$ cat config.mk
export PLATFORM = sky130hd
export DESIGN_NAME = tsa_mem
export DESIGN_NICKNAME = d
export VERILOG_FILES = /design/src/rtl/tsa_pkg.sv /design/src/rtl/tsa_mem.sv
export SDC_FILE = /design/constraint.sdc
export NUM_CORES = 2
export LEC_CHECK = 0
export ABC_CLOCK_PERIOD_IN_PS = 6940
export CAP_MARGIN = 20
export CORE_AREA = 8 8 550 552
export DETAILED_ROUTE_END_ITERATION = 7
export DIE_AREA = 0 0 558 560
export DONT_BUFFER_PORTS = 1
export PLACE_DENSITY = 0.72
export SYNTH_ARGS = -nofsm -noshare
export SYNTH_HDL_FRONTEND = slang
export SYNTH_MEMORY_MAX_BITS = 65536
export SYNTH_SLANG_ARGS = --single-unit
$ cat constraint.sdc
create_clock -name clk_i -period 6.94 [get_ports clk_i]
set_input_delay 0.347 -clock clk_i [delete_from_list [all_inputs] [get_ports clk_i]]
set_output_delay 0.347 -clock clk_i [all_outputs]
set_load 0.005 [all_outputs]
$ cat src/rtl/tsa_pkg.sv
// Shared types, constants and decode functions for the tagged stack ALU.
package tsa_pkg;

  localparam int STACK_DEPTH = 64;
  localparam int IDX_W       = $clog2(STACK_DEPTH);
  localparam int CNT_W       = $clog2(STACK_DEPTH + 1);
  localparam int DEPTH_W     = 7;
  localparam int VAL_W       = 64;
  localparam int TAG_W       = 2;
  localparam int ACT_W       = 6;
  localparam int ST_W        = 3;

  typedef enum logic [ST_W-1:0] {
    ST_OK    = 3'd0,
    ST_UNDER = 3'd1,
    ST_TYPE  = 3'd2,
    ST_DIVZ  = 3'd3,
    ST_OVER  = 3'd4
  } status_e;

  typedef enum logic [TAG_W-1:0] {
    TAG_INT  = 2'd0,
    TAG_BYTE = 2'd1,
    TAG_BOOL = 2'd2,
    TAG_CHAR = 2'd3
  } tag_e;

  typedef enum logic [4:0] {
    OP_ADD, OP_SUB, OP_MUL, OP_DIV, OP_MOD, OP_NEG, OP_INC, OP_DEC,
    OP_AND, OP_OR, OP_XOR, OP_NOT, OP_SHL, OP_SAR, OP_BSHL, OP_BSHR,
    OP_EQ, OP_NE, OP_LT, OP_LE, OP_GT, OP_GE, OP_PASS
  } alu_op_e;

  typedef enum logic [2:0] {
    K_PUSH, K_POP, K_DUP, K_SWAP, K_ALU, K_NOP
  } kind_e;

  // Instruction codes that open each group
  localparam logic [ACT_W-1:0] A_PUSH = 6'd0;
  localparam logic [ACT_W-1:0] A_POP  = 6'd1;
  localparam logic [ACT_W-1:0] A_DUP  = 6'd2;
  localparam logic [ACT_W-1:0] A_SWAP = 6'd3;
  localparam logic [ACT_W-1:0] A_IAR  = 6'd4;
  localparam logic [ACT_W-1:0] A_BAR  = 6'd12;
  localparam logic [ACT_W-1:0] A_ICMP = 6'd20;
  localparam logic [ACT_W-1:0] A_BCMP = 6'd26;
  localparam logic [ACT_W-1:0] A_BOOL = 6'd32;
  localparam logic [ACT_W-1:0] A_IBIT = 6'd36;
  localparam logic [ACT_W-1:0] A_BBIT = 6'd42;
  localparam logic [ACT_W-1:0] A_CONV = 6'd48;

  // Individual instruction codes
  localparam logic [ACT_W-1:0] A_ISUB = 6'd5;
  localparam logic [ACT_W-1:0] A_IDIV = 6'd7;
  localparam logic [ACT_W-1:0] A_IMOD = 6'd8;
  localparam logic [ACT_W-1:0] A_INEG = 6'd9;
  localparam logic [ACT_W-1:0] A_BNEG = 6'd17;
  localparam logic [ACT_W-1:0] A_LNOT = 6'd34;
  localparam logic [ACT_W-1:0] A_INOT = 6'd39;
  localparam logic [ACT_W-1:0] A_BNOT = 6'd45;
  localparam logic [ACT_W-1:0] A_BSHL = 6'd46;
  localparam logic [ACT_W-1:0] A_B2I  = 6'd48;
  localparam logic [ACT_W-1:0] A_C2B  = 6'd49;
  localparam logic [ACT_W-1:0] A_B2C  = 6'd50;
  localparam logic [ACT_W-1:0] A_L2B  = 6'd51;
  localparam logic [ACT_W-1:0] A_LAST = 6'd51;

  typedef struct packed {
    tag_e              tag;
    logic [VAL_W-1:0]  value;
  } entry_t;

  typedef struct packed {
    kind_e   kind;
    alu_op_e op;
    logic    two;
    tag_e    tin;
    tag_e    tout;
  } dec_t;

  typedef struct packed {
    logic             start;
    alu_op_e          op;
    logic [VAL_W-1:0] a;
    logic [VAL_W-1:0] b;
  } alu_req_t;

  typedef struct packed {
    logic             done;
    logic [VAL_W-1:0] result;
  } alu_rsp_t;

  function automatic alu_op_e arith_op(logic [2:0] k);
    alu_op_e o;
    case (k)
      3'd0:    o = OP_ADD;
      3'd1:    o = OP_SUB;
      3'd2:    o = OP_MUL;
      3'd3:    o = OP_DIV;
      3'd4:    o = OP_MOD;
      3'd5:    o = OP_NEG;
      3'd6:    o = OP_INC;
      default: o = OP_DEC;
    endcase
    return o;
  endfunction

  function automatic alu_op_e cmp_op(logic [2:0] k);
    alu_op_e o;
    case (k)
      3'd0:    o = OP_EQ;
      3'd1:    o = OP_NE;
      3'd2:    o = OP_LT;
      3'd3:    o = OP_LE;
      3'd4:    o = OP_GT;
      default: o = OP_GE;
    endcase
    return o;
  endfunction

  function automatic alu_op_e bit_op(logic [2:0] k, logic is_byte);
    alu_op_e o;
    case (k)
      3'd0:    o = OP_AND;
      3'd1:    o = OP_OR;
      3'd2:    o = OP_XOR;
      3'd3:    o = OP_NOT;
      3'd4:    o = is_byte ? OP_BSHL : OP_SHL;
      default: o = is_byte ? OP_BSHR : OP_SAR;
    endcase
    return o;
  endfunction

  function automatic dec_t decode(logic [ACT_W-1:0] act);
    dec_t d;
    logic [1:0] c;
    d = '{kind: K_NOP, op: OP_PASS, two: 1'b0, tin: TAG_INT, tout: TAG_INT};
    c = act[1:0];
    unique case (act) inside
      A_PUSH: d.kind = K_PUSH;
      A_POP:  d.kind = K_POP;
      A_DUP:  d.kind = K_DUP;
      A_SWAP: d.kind = K_SWAP;
      [A_IAR:A_BAR-6'd1]: begin
        d.kind = K_ALU; d.op = arith_op(3'(act - A_IAR)); d.two = (act < A_INEG);
      end
      [A_BAR:A_ICMP-6'd1]: begin
        d.kind = K_ALU; d.op = arith_op(3'(act - A_BAR)); d.two = (act < A_BNEG);
        d.tin = TAG_BYTE; d.tout = TAG_BYTE;
      end
      [A_ICMP:A_BCMP-6'd1]: begin
        d.kind = K_ALU; d.op = cmp_op(3'(act - A_ICMP)); d.two = 1'b1;
        d.tout = TAG_BOOL;
      end
      [A_BCMP:A_BOOL-6'd1]: begin
        d.kind = K_ALU; d.op = cmp_op(3'(act - A_BCMP)); d.two = 1'b1;
        d.tin = TAG_BYTE; d.tout = TAG_BOOL;
      end
      [A_BOOL:A_IBIT-6'd1]: begin
        d.kind = K_ALU; d.tin = TAG_BOOL; d.tout = TAG_BOOL;
        d.two = (act != A_LNOT);
        case (c)
          2'd0:    d.op = OP_AND;
          2'd1:    d.op = OP_OR;
          2'd2:    d.op = OP_NOT;
          default: d.op = OP_XOR;
        endcase
      end
      [A_IBIT:A_BBIT-6'd1]: begin
        d.kind = K_ALU; d.op = bit_op(3'(act - A_IBIT), 1'b0); d.two = (act != A_INOT);
      end
      [A_BBIT:A_CONV-6'd1]: begin
        d.kind = K_ALU; d.op = bit_op(3'(act - A_BBIT), 1'b1); d.two = (act != A_BNOT);
        d.tin = TAG_BYTE; d.tout = TAG_BYTE;
      end
      [A_CONV:A_LAST]: begin
        d.kind = K_ALU; d.op = OP_PASS;
        case (2'(act - A_CONV))
          2'd0:    begin d.tin = TAG_BYTE; d.tout = TAG_INT;  end
          2'd1:    begin d.tin = TAG_CHAR; d.tout = TAG_BYTE; end
          2'd2:    begin d.tin = TAG_BYTE; d.tout = TAG_CHAR; end
          default: begin d.tin = TAG_BOOL; d.tout = TAG_BYTE; end
        endcase
      end
      default: d.kind = K_NOP;
    endcase
    return d;
  endfunction

  // Trim a value to the range of its type
  function automatic logic [VAL_W-1:0] mask_val(tag_e t, logic [VAL_W-1:0] v);
    logic [VAL_W-1:0] r;
    case (t)
      TAG_BYTE, TAG_CHAR: r = {{(VAL_W-8){1'b0}}, v[7:0]};
      TAG_BOOL:           r = {{(VAL_W-1){1'b0}}, v[0]};
      default:            r = v;
    endcase
    return r;
  endfunction

endpackage

$ cat src/rtl/tsa_mem.sv
// Operand stack storage: one write port, one registered read port.
module tsa_mem (
  input  logic                      clk_i,
  input  logic                      we_i,
  input  logic [tsa_pkg::IDX_W-1:0] waddr_i,
  input  tsa_pkg::entry_t           wdata_i,
  input  logic [tsa_pkg::IDX_W-1:0] raddr_i,
  output tsa_pkg::entry_t           rdata_o
);
  import tsa_pkg::*;

  entry_t mem_q [STACK_DEPTH];
  entry_t rdata_q;

  // Write entry
  always_ff @(posedge clk_i) begin
    if (we_i) begin
      mem_q[waddr_i] <= wdata_i;
    end
  end

  // Read entry
  always_ff @(posedge clk_i) begin
    rdata_q <= mem_q[raddr_i];
  end

  assign rdata_o = rdata_q;
endmodule

Word-level counts from Yosys, hierarchy flattened
Memories as Yosys holds them, arrays and structs flattened. A register that Yosys moved wholly into a read port is not among the register bits. Index checks and enable logic that the tools add are counted.

Output and inout bits: 66. Bits in writable memories: 4224. Word-level logic and storage cells: 3. Memories: 1. Flip-flop bits (word level): 0.

Memory list: mem_q (words 64, width 66, read ports 1, clocked after memory_dff 1, wr ports 1, line tsa_mem.sv:12) `entry_t mem_q [STACK_DEPTH];`.

Multiplexer cells: 2.

Operators by type and width (number): 1-bit 2-to-1 mux (2).

Depth between registers and ports, before layout
Word-level depth: 2. Gate-level depth with buffers: 10. Gate-level depth less buffers: 5.

Worst setup path before layout
No wires, ideal clock.

Kind: input -> register. Start point: input port waddr_i[3] (netlist name). End point: memory mem_q[48][0] (netlist name), enable pin. Required time: 6.369 ns. Arrival time: 5.327 ns. Buffers on the path: 1. Slack: 1.042 ns. Cell stages on the path: 4. Cells stage by stage: clkbuf_1 -> nor2b_1 -> nand4b_1 -> nor3_1.

RTL lines: start, declared (line tsa_mem.sv:5) `input logic [tsa_pkg::IDX_W-1:0] waddr_i,`; end, declared (line tsa_mem.sv:12).

No word-level cell before the write port.

==> flow_metrics.py <==
metrics = {
    "run_status": {
        "status": "finished with violations",
        "violations": "max-slew violations",
    },
    "clock_network": {
        "insertion_delay_ns": 1.03,
        "path_clk_slew_ns": 0.06,
        "cts_setup_buffers": 0,
        "cts_buffers": 416,
        "clockBufferDepth": 4,
        "post_cts_resized": 0,
        "cts_sinks": 4290,
        "cts_tree": "yes",
        "hold_buffers": 143,
        "cts-root-buf": "clkbuf_16",
        "htreeDepth": 5,
    },
    "hold_path": {
        "hold_class": "in -> reg",
        "min_to": "rdata_o[41]",
        "min_from": "raddr_i[4]",
        "hold_depth": 3,
    },
    "global_route": {
        "antenna_found_initial": 20,
        "grt_overflow": 0,
        "grt_max_degree": 829,
        "track_usage_pct": 27.7,
        "grt_pass1_wl_um": 611000,
        "grt_pass1_vias": 79103,
    },
    "drt": {
        "routedWlPerCell_um": 38.5,
        "dr.pass1.iters": 8,
        "drt-total-wl_um": 441000,
        "drc": 0,
        "ant_nets": 0,
        "num_vias": 80085,
        "drt_iter0_drc": 14480,
        "vias_per_cell": 6.98,
    },
    "power": {
        "p_leak_nw": 56.0,
        "switching_share_pct": 21.1,
        "seq_power_share_pct": 54.0,
        "p_comb_share_pct": 4.4,
        "vdd_drop_max_mv": 0.230,
        "p_sw_mw": 11.3,
        "p_per_area_mw_per_mm2": 294,
        "intPower_mw": 42.1,
        "clockPowerShare_pct": 41.5,
    },
    "worst_setup_path": {
        "r2r-end": "rdata_o[2]",
        "crit_required_ns": 7.78,
        "reg2reg_from": "mem_q[45][2]",
        "reg2reg_depth": 6,
        "startpoint_type": "input port",
        "crit_path_end_kind": "flip-flop",
        "cp.arrival_ns": 4.98,
        "regToRegSetupSlack_ns": 4.55,
        "cp_max_fo": 180,
        "critPathKind": "in -> reg",
        "startpoint": "raddr_i[1]",
    },
    "floorplan": {
        "fp.dieH_um": 560,
        "num_io_pins": 146,
        "start_util_pct": 54.8,
        "die-area_mm2": 0.312,
        "core_mm2": 0.293,
        "rows": 199,
        "die_w_um": 558,
    },
    "sta": {
        "slew_headroom_pct": -98.3,
        "fmax_ghz": 0.241,
        "worstMarginPinSlew_ns": 2.97,
        "slew_viol_final": 340,
        "skew_ns": 0.125,
        "rsz0062_at_grt": "no",
        "hold_violations": 0,
        "period_needed_ns": 4.15,
        "fin_hold_ws_ns": 0.0634,
        "finalSetupViolCount": 0,
        "min_period_over_period_pct": 59.8,
        "setup_tns_ns": 0,
    },
    "finish": {
        "drive_above_1_share_pct": 25.7,
        "area_growth_syn_to_layout_pct": 13.2,
        "final_nets": 7263,
    },
    "yosys": {
        "ys_warn_count": 0,
        "synthDistinctLibCells": 36,
        "synth_area_mm2": 0.160,
        "synth_flop_cell": "edfxtp_1",
        "async_flop_share_pct": 0,
        "muxShareOfSynthArea_pct": 14.8,
        "synth_compound_area_share_pct": 2.79,
        "synth.avg_cell_area_um2": 23.4,
        "synth_edf_count": 4224,
        "synthCells": 6852,
        "yosys.area_share.adder_pct": 0,
        "synth-seq-area-share_pct": 79.9,
        "synth_top_family_by_area": "multiplexers",
        "ys_ff_latch": 4290,
        "yosys.area_share.xor_xnor_pct": 0,
        "yosys.area_share.simple_pct": 1.31,
        "syn_nets": 6932,
    },
    "placed_design": {
        "portBuffers": 0,
        "place_congestion": 0.782,
        "post-dp-hpwl_um": 209000,
    },
    "run": {
        "drv_cap": 0,
    },
}
## flip-flops by register name, summed over array words and instances (netlist names)
name,count
rdata_o,66
mem_q,4224
## stage by stage
| step | cell area (um^2) | power, mW | setup WS, ns | std cells | utilization [%] |
|---|---|---|---|---|---|
| floorplan | 160000 | 30.6 | 1.04 | 6852 | - |
| global placement | 166000 | 31.0 | 2.12 | 10528 | 56.5 |
| detailed placement | 166000 | 31.1 | 2.10 | 10531 | 56.5 |
| CTS | 181000 | 53.3 | 2.93 | 11439 | 61.9 |
| global route | 182000 | 54.5 | 2.73 | 11452 | 62.0 |
| finish | 182000 | 53.4 | 2.79 | 11469 | 62.0 |
## kinds of logic after synthesis
kind of cell	after synthesis
muxes	1118
AOI/OAI and AO/OA	634
and+or+nand+nor	411
DFF	4290
buffers and inverters	399
## layout by cell type (no fill, tap or decap), types with 25 or more instances in the layout
cell,n
clkbuf_8,27
mux4_2,1009
nor3_1,56
nor2_4,62
dfxtp_1,66
dlygate4sd3_1,75
nand3_1,25
buf_16,47
buf_4,127
o22a_1,56
buf_12,61
a211oi_1,106
clkinv_2,71
clkbuf_16,418
a22oi_1,53
nor2_1,57
clkinv_1,84
edfxtp_1,4224
nor2b_1,86
mux2i_1,102
nor4_1,56
bufinv_16,28
clkbuf_1,93
o22ai_1,318
o221ai_1,66
## per-layer routing
layer	track usage, %	vias up	share of wire [%]
met1	38.4	42187	34
met3	5.40	1086	13
met5	0	-	0.0052
li1	-	30320	-
met2	43.6	6488	47
met4	12.1	4	5.0
## how the worst max path moves through the flow
stage               cells after the start  slack [ns]      endpoint
floorplan                               4        1.04  mem_q[48][0]
global placement                        7        2.12   rdata_o[55]
detailed placement                      8        2.10   rdata_o[53]
CTS                                     8        2.93   rdata_o[33]
global route                            8        2.73   rdata_o[53]
finish                                  8        2.79   rdata_o[64]
## area by class of cell
type | instances | area (um^2)
antenna | 20 | 50.0
clock buffer | 538 | 11200
clock inverter | 227 | 2210
fill | 18978 | 111000
multi-input combinational | 2163 | 31000
sequential | 4290 | 128000
tap | 3919 | 4900
timing repair buffer | 312 | 4240
## power by group through the flow
stage / logic (mW) / clock network, mW / registers, mW
after floorplan: 1.31 / 0 / 29.3
after global placement: 1.65 / 0 / 29.4
after detailed placement: 1.67 / 0 / 29.4
after CTS: 2.21 / 22.3 / 28.8
after global routing: 2.45 / 23.2 / 28.8
final: 2.37 / 22.1 / 28.8
## worst max-delay path: stages
cell and delay, ns:
buf_16 0.66, buf_16 0.53, buf_16 0.53, nor2b_1 0.83
a21oi_1 0.13, a31oi_1 0.54, o211ai_1 0.24, and3_1 0.22
## synthesized netlist by cell type (all sizes together), types with 27 or more instances
library cell  instances  share of area, %
edfxtp             4224                79
mux4               1009                14
o22ai               318               1.2
buf                 205              0.75
clkbuf              194              0.45
nor2                121              0.28
a211oi              106              0.50
mux2i               102              0.64
nor2b                89              0.35
dfxtp                66              0.82
o221ai               66              0.36
nor3                 58              0.18
nor4                 56              0.22
o22a                 56              0.31
a22oi                53              0.25
nand2                27             0.063
No activity file was read; power rests on OpenSTA's default activity.
